**src/rtl/sal_pkg.sv**
```systemverilog
package sal_pkg;

  localparam int unsigned LIST_DEPTH_DEFAULT = 128;

  localparam logic [1:0] STATUS_OK   = 2'd0;
  localparam logic [1:0] STATUS_FULL = 2'd1;
  localparam logic [1:0] STATUS_MISS = 2'd2;

  typedef enum logic [1:0] {
    MODE_INSERT = 2'd0,
    MODE_SEARCH = 2'd1,
    MODE_DELETE = 2'd2,
    MODE_NOP    = 2'd3
  } mode_e;

  typedef enum logic [2:0] {
    RES_INSERT = 3'd0,
    RES_HIT    = 3'd1,
    RES_FULL   = 3'd2,
    RES_MISS   = 3'd3,
    RES_NOP    = 3'd4
  } res_e;

  typedef struct packed {
    logic load_op;
    logic rd_fh;
    logic alloc;
    logic rd_cur;
    logic advance;
    logic link_new;
    logic link_prev;
    logic hold_next;
    logic unlink;
    logic free;
    logic load_res;
    res_e res_kind;
  } cmd_t;

  typedef struct packed {
    mode_e mode;
    logic  fh_null;
    logic  cur_null;
    logic  val_lt;
    logic  val_eq;
    logic  out_free;
  } sts_t;

endpackage

```
**src/rtl/sal_ctrl.sv**
```systemverilog
module sal_ctrl (
  input  logic          clk_i,
  input  logic          rst_ni,
  input  logic          in_valid_i,
  output logic          in_ready_o,
  input  sal_pkg::sts_t sts_i,
  output sal_pkg::cmd_t cmd_o
);

  typedef enum logic [10:0] {
    ST_IDLE       = 11'b000_0000_0001,
    ST_DISPATCH   = 11'b000_0000_0010,
    ST_ALLOC_RD   = 11'b000_0000_0100,
    ST_ALLOC_WR   = 11'b000_0000_1000,
    ST_WALK_START = 11'b000_0001_0000,
    ST_WALK       = 11'b000_0010_0000,
    ST_LINK_NEW   = 11'b000_0100_0000,
    ST_LINK_PREV  = 11'b000_1000_0000,
    ST_UNLINK     = 11'b001_0000_0000,
    ST_FREE       = 11'b010_0000_0000,
    ST_DONE       = 11'b100_0000_0000
  } state_e;

  state_e        state_q, state_d;
  sal_pkg::res_e res_q, res_d;

  always_comb begin
    state_d = state_q;
    res_d   = res_q;
    cmd_o   = '0;
    cmd_o.res_kind = res_q;
    unique case (state_q)
      ST_IDLE: begin
        if (in_valid_i) begin
          cmd_o.load_op = 1'b1;
          state_d = ST_DISPATCH;
        end
      end
      ST_DISPATCH: begin
        unique case (sts_i.mode)
          sal_pkg::MODE_INSERT: begin
            if (sts_i.fh_null) begin
              res_d   = sal_pkg::RES_FULL;
              state_d = ST_DONE;
            end else begin
              state_d = ST_ALLOC_RD;
            end
          end
          sal_pkg::MODE_SEARCH, sal_pkg::MODE_DELETE: begin
            state_d = ST_WALK_START;
          end
          default: begin
            res_d   = sal_pkg::RES_NOP;
            state_d = ST_DONE;
          end
        endcase
      end
      ST_ALLOC_RD: begin
        cmd_o.rd_fh = 1'b1;
        state_d = ST_ALLOC_WR;
      end
      ST_ALLOC_WR: begin
        cmd_o.alloc = 1'b1;
        state_d = ST_WALK_START;
      end
      ST_WALK_START: begin
        cmd_o.rd_cur = 1'b1;
        state_d = ST_WALK;
      end
      ST_WALK: begin
        if (sts_i.cur_null) begin
          if (sts_i.mode == sal_pkg::MODE_INSERT) begin
            state_d = ST_LINK_NEW;
          end else begin
            res_d   = sal_pkg::RES_MISS;
            state_d = ST_DONE;
          end
        end else if (sts_i.mode == sal_pkg::MODE_INSERT) begin
          if (sts_i.val_lt) begin
            cmd_o.advance = 1'b1;
          end else begin
            state_d = ST_LINK_NEW;
          end
        end else if (sts_i.val_eq) begin
          res_d = sal_pkg::RES_HIT;
          if (sts_i.mode == sal_pkg::MODE_DELETE) begin
            cmd_o.hold_next = 1'b1;
            state_d = ST_UNLINK;
          end else begin
            state_d = ST_DONE;
          end
        end else begin
          cmd_o.advance = 1'b1;
        end
      end
      ST_LINK_NEW: begin
        cmd_o.link_new = 1'b1;
        state_d = ST_LINK_PREV;
      end
      ST_LINK_PREV: begin
        cmd_o.link_prev = 1'b1;
        res_d   = sal_pkg::RES_INSERT;
        state_d = ST_DONE;
      end
      ST_UNLINK: begin
        cmd_o.unlink = 1'b1;
        state_d = ST_FREE;
      end
      ST_FREE: begin
        cmd_o.free = 1'b1;
        state_d = ST_DONE;
      end
      ST_DONE: begin
        if (sts_i.out_free) begin
          cmd_o.load_res = 1'b1;
          state_d = ST_IDLE;
        end
      end
      default: begin
        state_d = ST_IDLE;
      end
    endcase
  end

  always_ff @(posedge clk_i or negedge rst_ni) begin
    if (!rst_ni) begin
      state_q <= ST_IDLE;
      res_q   <= sal_pkg::RES_NOP;
    end else begin
      state_q <= state_d;
      res_q   <= res_d;
    end
  end

  assign in_ready_o = (state_q == ST_IDLE);

endmodule

```
**config.mk**
```make
export PLATFORM = sky130hd
export DESIGN_NAME = sal_ctrl
export DESIGN_NICKNAME = d
export VERILOG_FILES = /design/src/rtl/sal_pkg.sv /design/src/rtl/sal_ctrl.sv
export SDC_FILE = /design/constraint.sdc
export NUM_CORES = 1
export LEC_CHECK = 0
export BUFFER_PORTS_ARGS = -buffer_cell sky130_fd_sc_hd__buf_2
export CAP_MARGIN = 20
export CORE_MARGIN = 2
export CORE_UTILIZATION = 52
export DETAILED_ROUTE_END_ITERATION = 10
export MAX_ROUTING_LAYER = met4
export PLACE_DENSITY = 0.87
export SLEW_MARGIN = 10
export SYNTH_ARGS = -nofsm -noshare
export SYNTH_HDL_FRONTEND = slang
export SYNTH_SLANG_ARGS = --single-unit
```
**constraint.sdc**
```tcl
create_clock -name clk_i -period 2.7 [get_ports clk_i]
set_clock_uncertainty 0.2 [all_clocks]
set_input_delay 0 -clock clk_i [delete_from_list [all_inputs] [get_ports clk_i]]
set_output_delay 0 -clock clk_i [all_outputs]
set_load 0.005 [all_outputs]
```
==> flow_metrics.tcl, run 1 <==
set metrics [dict create \
    nFillCells 167 \
    synth.distinct_cells 41 \
    avgSynthCellArea_sq_um 9.05 \
    cts_setup_buffers 0 \
    grt_pass1_vias 1012 \
    yosys.area.top_type_share_pct 28.6 \
    crit_slowest_cell "nor4_2" \
    ys_ff_latch 14 \
    synth_most_common_cell "nor3_1" \
    cts-root-buf "clkbuf_4" \
    antenna_found_initial 0 \
    track_usage_pct 25.6 \
    synthCells 116 \
    netlist_area_sq_um 1050 \
    pin_count 25 \
    critical_path.cell_chain "nor4_2 > nand3_1 > nor3_1 > dlygate4sd3_1" \
    insertion_delay_ns 0.28 \
    vias_per_cell 5.98 \
    worst_slew_pin_slew_ns 0.588 \
    drt_iter0_markers 27 \
    htree_levels 1 \
    cts_max_path_buffers 2 \
    clk_pin_slew_ns 0.08 \
    cts_tree "yes" \
    die-area_sq_um 2390 \
    p_per_area_nw_per_um2 625 \
    gp_congestion 0.890 \
    ir_drop_uv 316 \
    yosys-top-cells-area "dfrtp_1 (29%), nor3_1 (6.2%), ha_1 (6.0%)" \
    path_max_fanout 10 \
    max_slew_margin_pct 60.7 \
    ys_seq_area_share_pct 33.6 \
    postRouteAntennaNets 0 \
    syn_nets 131 \
    start_util_pct 54.1 \
    post-route-drc-count 0 \
    grt_pass1_wl_microns 4630 \
    final.setup.tns_ns 0 \
    leakage_nw 0.670 \
    num_vias 1058 \
    wl_microns 2750 \
    numPortBuffers 24 \
    finalSetupViolCount 0 \
    coreArea_sq_um 1940 \
    fin_ws_ns 0.326 \
    place_ws_ns 0.420 \
    slowest_delay_ns 0.59 \
    startpoint_type "flop" \
    hp-class "in -> reg" \
    hold_viol 0 \
    rsz0062_at_grt "false" \
    worstSetupPathType "reg -> reg" \
    chipHeight_microns 48.9 \
    synth_common_cells "nor3_1 (13), dfrtp_1 (12), nor2_1 (11)" \
    required_ns 2.72 \
    end_kind "flop" \
    grt_max_degree 13 \
    synth_edf_count 0 \
    finalCriticalPeriod_ns 2.37 \
    clkSinkCount 14 \
    finalNonFillerCells 177 \
    finalMaxSlewViolations 0 \
    cts_buffers 3 \
    synth-async-reset-ratio_pct 100 \
    nets 167 \
    rows 16 \
    grt-ovfl-total 0 \
    yosys.area.top_type "dfrtp_1" \
    post-dp-hpwl_microns 2060 \
    period_share_pct 87.9 \
    status "completed" \
    diodes 0 \
    die_w_microns 48.9 \
    drv_cap 0 \
    drive_gt1_share_pct 28.0 \
    crit_arrival_ns 2.39 \
    fmax_ghz 0.421 \
    wl_per_cell_microns 15.5 \
    syn_to_final_growth_pct 25.1 \
    dp.cells 165 \
    synth_warnings 0 \
    ys.flop_type "dfrtp_1" \
    drt_pass1_iterations 4 \
]
## cells in the final DEF (no fill, tap or decap), types with 2 or more instances in the layout
| cell | synthesis | routed |
|---|---|---|
| and4_1 | 5 | 5 |
| nor4_1 | 2 | 2 |
| or4b_1 | 2 | 2 |
| mux2_2 | 2 | 2 |
| nor2b_1 | 2 | 2 |
| nor2_1 | 11 | 11 |
| buf_4 | 0 | 3 |
| a21oi_1 | 3 | 3 |
| o21ai_0 | 3 | 3 |
| buf_2 | 5 | 24 |
| dlygate4sd3_1 | 0 | 9 |
| nand2b_1 | 3 | 3 |
| nor3_1 | 13 | 13 |
| inv_1 | 6 | 6 |
| nand4_1 | 2 | 2 |
| nand3_1 | 5 | 5 |
| dfrtp_1 | 12 | 12 |
| or3_1 | 2 | 2 |
| ha_1 | 5 | 5 |
| xnor2_1 | 2 | 2 |
| or4b_2 | 2 | 2 |
| dfstp_2 | 2 | 2 |
| clkbuf_4 | 0 | 3 |
| nand2_1 | 6 | 6 |
| and3_1 | 2 | 2 |
## state kept, by name, indices dropped and copies added, names as in the netlist
register,flops
state_q,11
res_q,3
## metrics by stage
step / util, % / instance area (sq um) / power, mW / hold WS [ns]
global route: 67.7 / 1310 / 0.873 / 0.0292
floorplan: - / 1050 / 0.556 / -0.496
CTS: 67.7 / 1310 / 0.813 / 0.0189
global placement: 61.9 / 1200 / 0.667 / -0.289
detailed placement: 61.9 / 1200 / 0.687 / -0.286
finish: 67.7 / 1310 / 0.821 / 0.00667
## where the power goes
part / internal [mW] / switching [mW] / leakage (nW) / total, mW
sequential: 0.260 / 0.0473 / 0.186 / 0.307
clock: 0.0518 / 0.0672 / 0.0138 / 0.119
combinational: 0.187 / 0.209 / 0.471 / 0.395
total: 0.498 / 0.323 / 0.670 / 0.821
## cell families after synthesis
logic type | share of synthesized area [%]
AOI/OAI and AO/OA | 11.6
xor gates and xnor gates | 2.50
adders and majority gates | 5.96
buffers and inverters | 4.53
DFF | 33.6
muxes | 3.10
and+or+nand+nor | 38.7
## worst max-delay path: cells and delay by family, from the launching register on
kind / cells / cell delay [ns]
simple gates: 3 / 1.01
flops: 1 / 0.52
buf+inv: 1 / 0.59
## timing repair
action,in CTS,in global routing
hold buffers,9,0
gates resized for setup,0,0
hold endpoints to repair,22,0
## final timing paths
| path | cells after the start | slack, ns | to | start |
|---|---|---|---|---|
| max reg2reg | 4 | 0.33 | state_q[2]$_DFFE_PN0P_ | state_q[4]$_DFFE_PN0P_ |
| max in group asynchronous | 3 | 1.28 | state_q[9]$_DFFE_PN0P_ | rst_ni |
| max | 4 | 0.33 | state_q[2]$_DFFE_PN0P_ | state_q[4]$_DFFE_PN0P_ |
| min in group asynchronous | 2 | 0.02 | state_q[0]$_DFFE_PN1P_ | rst_ni |
| min | 5 | 0.007 | state_q[6]$_DFFE_PN0P_ | sts_i[5] |
| min reg2reg | 1 | 0.31 | res_q[1]$_DFFE_PN0P_ | res_q[1]$_DFFE_PN0P_ |
## metal layers
layer	part of all wire [%]	vias to the layer above	global-route usage (%)
met5	0	-	-
met4	2.7	0	10.5
met3	5.4	11	4.29
met2	52	47	44.3
met1	40	495	29.4
li1	-	505	-
## layout make-up
| type | count | area, sq um | area share, % |
|---|---|---|---|
| clock buffer | 3 | 22.5 | 1.71 |
| inverter | 6 | 22.5 | 1.71 |
| multi-input combinational | 91 | 649 | 49.4 |
| sequential | 14 | 353 | 26.9 |
| tap | 27 | 33.8 | 2.57 |
| timing repair buffer | 36 | 233 | 17.7 |
No activity file was read; power rests on OpenSTA's default activity.
==> run 2: changes to the inputs <==
--- a/config.mk
+++ b/config.mk
@@ -8,10 +8,10 @@
 export BUFFER_PORTS_ARGS = -buffer_cell sky130_fd_sc_hd__buf_2
 export CAP_MARGIN = 20
 export CORE_MARGIN = 2
-export CORE_UTILIZATION = 52
+export CORE_UTILIZATION = 47
 export DETAILED_ROUTE_END_ITERATION = 10
 export MAX_ROUTING_LAYER = met4
-export PLACE_DENSITY = 0.87
+export PLACE_DENSITY = 0.83
 export SLEW_MARGIN = 10
 export SYNTH_ARGS = -nofsm -noshare
 export SYNTH_HDL_FRONTEND = slang
==> constraint.sdc (replaced) <==
create_clock -name clk_i -period 1.9 [get_ports clk_i]
set_clock_uncertainty 0.2 [all_clocks]
set_input_delay 0 -clock clk_i [delete_from_list [all_inputs] [get_ports clk_i]]
set_output_delay 0 -clock clk_i [all_outputs]
set_load 0.005 [all_outputs]
==> run 2 against run 1 <==
The run now ends with negative setup slack left. Sequential share of layout area decreased by 7.3 points. Clock power increased by 49%. Utilization increased by 17 points. Combinational power increased to 2.7 times the previous value. Register-to-register slack got worse by 0.63 ns. Global-route usage increased by 4.6 points. Total power increased by 100%. Non-clock buffer count increased by 39. Sequential power increased by 38%. Worst hold slack improved by 0.018 ns. Clock-buffer cell count unchanged. Critical endpoint is now cmd_o[9]. Highest routed layer unchanged.
==> flow_metrics.tcl, run 2 (synthesized netlist as in run 1, its figures left out) <==
set metrics [dict create \
    hp-class "in -> reg" \
    nets 206 \
    largest_register_ffs 11 \
    htree_levels 1 \
    final.setup.tns_ns -3.57 \
    met2_usage_pct 52.2 \
    grt_pass1_vias 1235 \
    wl_microns 3970 \
    r2r_slack_ns -0.30 \
    drt_pass1_iterations 4 \
    insertion_delay_ns 0.29 \
    die_w_microns 51.3 \
    vias_per_cell 5.96 \
    required_ns 1.70 \
    grt_use_met3_pct 4.39 \
    chipHeight_microns 51.3 \
    drive_gt1_share_pct 58.7 \
    worstSetupPathType "reg -> out" \
    pin_count 25 \
    syn_to_final_growth_pct 75.4 \
    drt_iter0_markers 34 \
    path_delay_family "simple AND/OR/NAND/NOR gates" \
    max_slew_margin_pct 57.3 \
    fin_area_sq_um 1840 \
    finalMaxSlewViolations 0 \
    path_max_fanout 4 \
    finalCriticalPeriod_ns 2.21 \
    wl_per_cell_microns 18.3 \
    status "finished with violations" \
    final_common_cell "buf_4" \
    cts_max_path_buffers 2 \
    timing.rr.start "state_q[2]$_DFFE_PN0P_" \
    top_regs "state_q (11), res_q (3)" \
    hold_path_depth 5 \
    slowest_delay_ns 0.45 \
    cts_tree "yes" \
    start_util_pct 48.4 \
    die-area_sq_um 2630 \
    crit_arrival_ns 2.01 \
    post-dp-hpwl_microns 2430 \
    post-route-drc-count 0 \
    drv_cap 0 \
    leakage_nw 0.908 \
    regMostFlops "state_q" \
    gp_congestion 0.905 \
    clkSinkCount 14 \
    p_per_area_nw_per_um2 897 \
    grt_max_degree 13 \
    cts-root-buf "clkbuf_4" \
    worst_slew_pin_slew_ns 0.639 \
    finalNonFillerCells 217 \
    fmax_ghz 0.452 \
    cts_buffers 3 \
    critical_path.cell_chain "buf_4 > nor2_2 > nand4_1 > or3_4 > buf_6 > inv_2 > buf_2" \
    finalSetupViolCount 20 \
    end_kind "output port" \
    crit_slowest_cell "dfrtp_2" \
    grt_pass1_wl_microns 5640 \
    numPortBuffers 24 \
    diodes 0 \
    dp.cells 197 \
    r2r-end "res_q[1]$_DFFE_PN0P_" \
    startpoint_type "flop" \
    placed_area_sq_um 1460 \
    fin_ws_ns -0.310 \
    use_met1_pct 34.2 \
    final_cell_mix "buf_4 (33), buf_2 (22), dlygate4sd3_1 (10), buf_6 (10), nor2_1 (7)" \
    clk_pin_slew_ns 0.08 \
    period_share_pct 116 \
    hold_viol 0 \
    top_usage_layer "met2" \
    min-delay-start "sts_i[5]" \
    ff2ff_path_depth 4 \
    fin_util_pct 84.9 \
    critPathBufInv 4 \
    holdPathEnd "state_q[8]$_DFFE_PN0P_" \
    track_usage_pct 30.2 \
    antenna_found_initial 0 \
    coreArea_sq_um 2170 \
    postRouteAntennaNets 0 \
    nFillCells 116 \
    num_vias 1294 \
    grt-ovfl-total 0 \
    ir_drop_uv 551 \
    rows 17 \
    rsz0062_at_grt "true" \
    failed_checks "negative setup slack" \
]
## run 2: cell types whose count changed in the layout (fill, tap and decap cells not counted), moves of 6 or more
cell / change
buf_4: +30
dfrtp_2: +6
dfrtp_1: -6
buf_6: +10
nor3_1: -7
## run 2: worst max-delay path by stage
stage | depth (start not counted) | from | endpoint | slack [ns]
after global routing | 7 | state_q[6]$_DFFE_PN0P_ | cmd_o[9] | -0.33
final | 7 | state_q[6]$_DFFE_PN0P_ | cmd_o[9] | -0.31
after global placement | 6 | state_q[1]$_DFFE_PN0P_ | state_q[0]$_DFFE_PN1P_ | -0.25
after CTS | 7 | state_q[1]$_DFFE_PN0P_ | cmd_o[9] | -0.27
after floorplan | 5 | state_q[1]$_DFFE_PN0P_ | res_q[1]$_DFFE_PN0P_ | -0.23
after detailed placement | 6 | state_q[1]$_DFFE_PN0P_ | state_q[0]$_DFFE_PN1P_ | -0.30
## run 2: stage by stage
stage          hold WS, ns  total power [mW]  setup WS, ns
3_5_place_dp        -0.282              1.19        -0.301
2_1_floorplan       -0.496             0.824        -0.225
5_1_grt             0.0321              1.72        -0.325
6_report            0.0251              1.65        -0.310
3_3_place_gp        -0.290              1.15        -0.249
4_1_cts             0.0122              1.53        -0.268
## run 2: where the power goes
group	switching, mW	internal (mW)	leakage, nW
Combinational	0.498	0.554	0.718
Clock	0.103	0.0738	0.0138
Sequential	0.0534	0.370	0.176
Total	0.655	0.998	0.908
## run 2: worst min-delay path: stages
cell	delay, ns
buf_2	0.09
inv_1	0.08
ha_1	0.20
nand2_1	0.07
nor3_2	0.04
## run 2: area by class of cell
| type | count | area, sq um | share of cell area [%] |
|---|---|---|---|
| timing repair buffer | 75 | 571 | 31.0 |
| inverter | 6 | 22.5 | 1.22 |
| multi-input combinational | 91 | 831 | 45.1 |
| tap | 28 | 35.0 | 1.90 |
| clock buffer | 3 | 22.5 | 1.22 |
| sequential | 14 | 360 | 19.6 |
## run 2: timing repair
| item | CTS | global route |
|---|---|---|
| endpoints found under the setup margin | 19 | 19 |
| hold buffers | 10 | 0 |
| endpoints found under the hold margin | 20 | 0 |
| gates resized for setup | 31 | 19 |
| pin swaps | 17 | 12 |
| setup buffers | 5 | 3 |
## run 2: per-layer routing
layer / vias to the layer above / routed length [microns]
met4: 0 / 206
met1: 613 / 1440
met5: - / 0
li1: 582 / -
met2: 75 / 2050
met3: 24 / 275
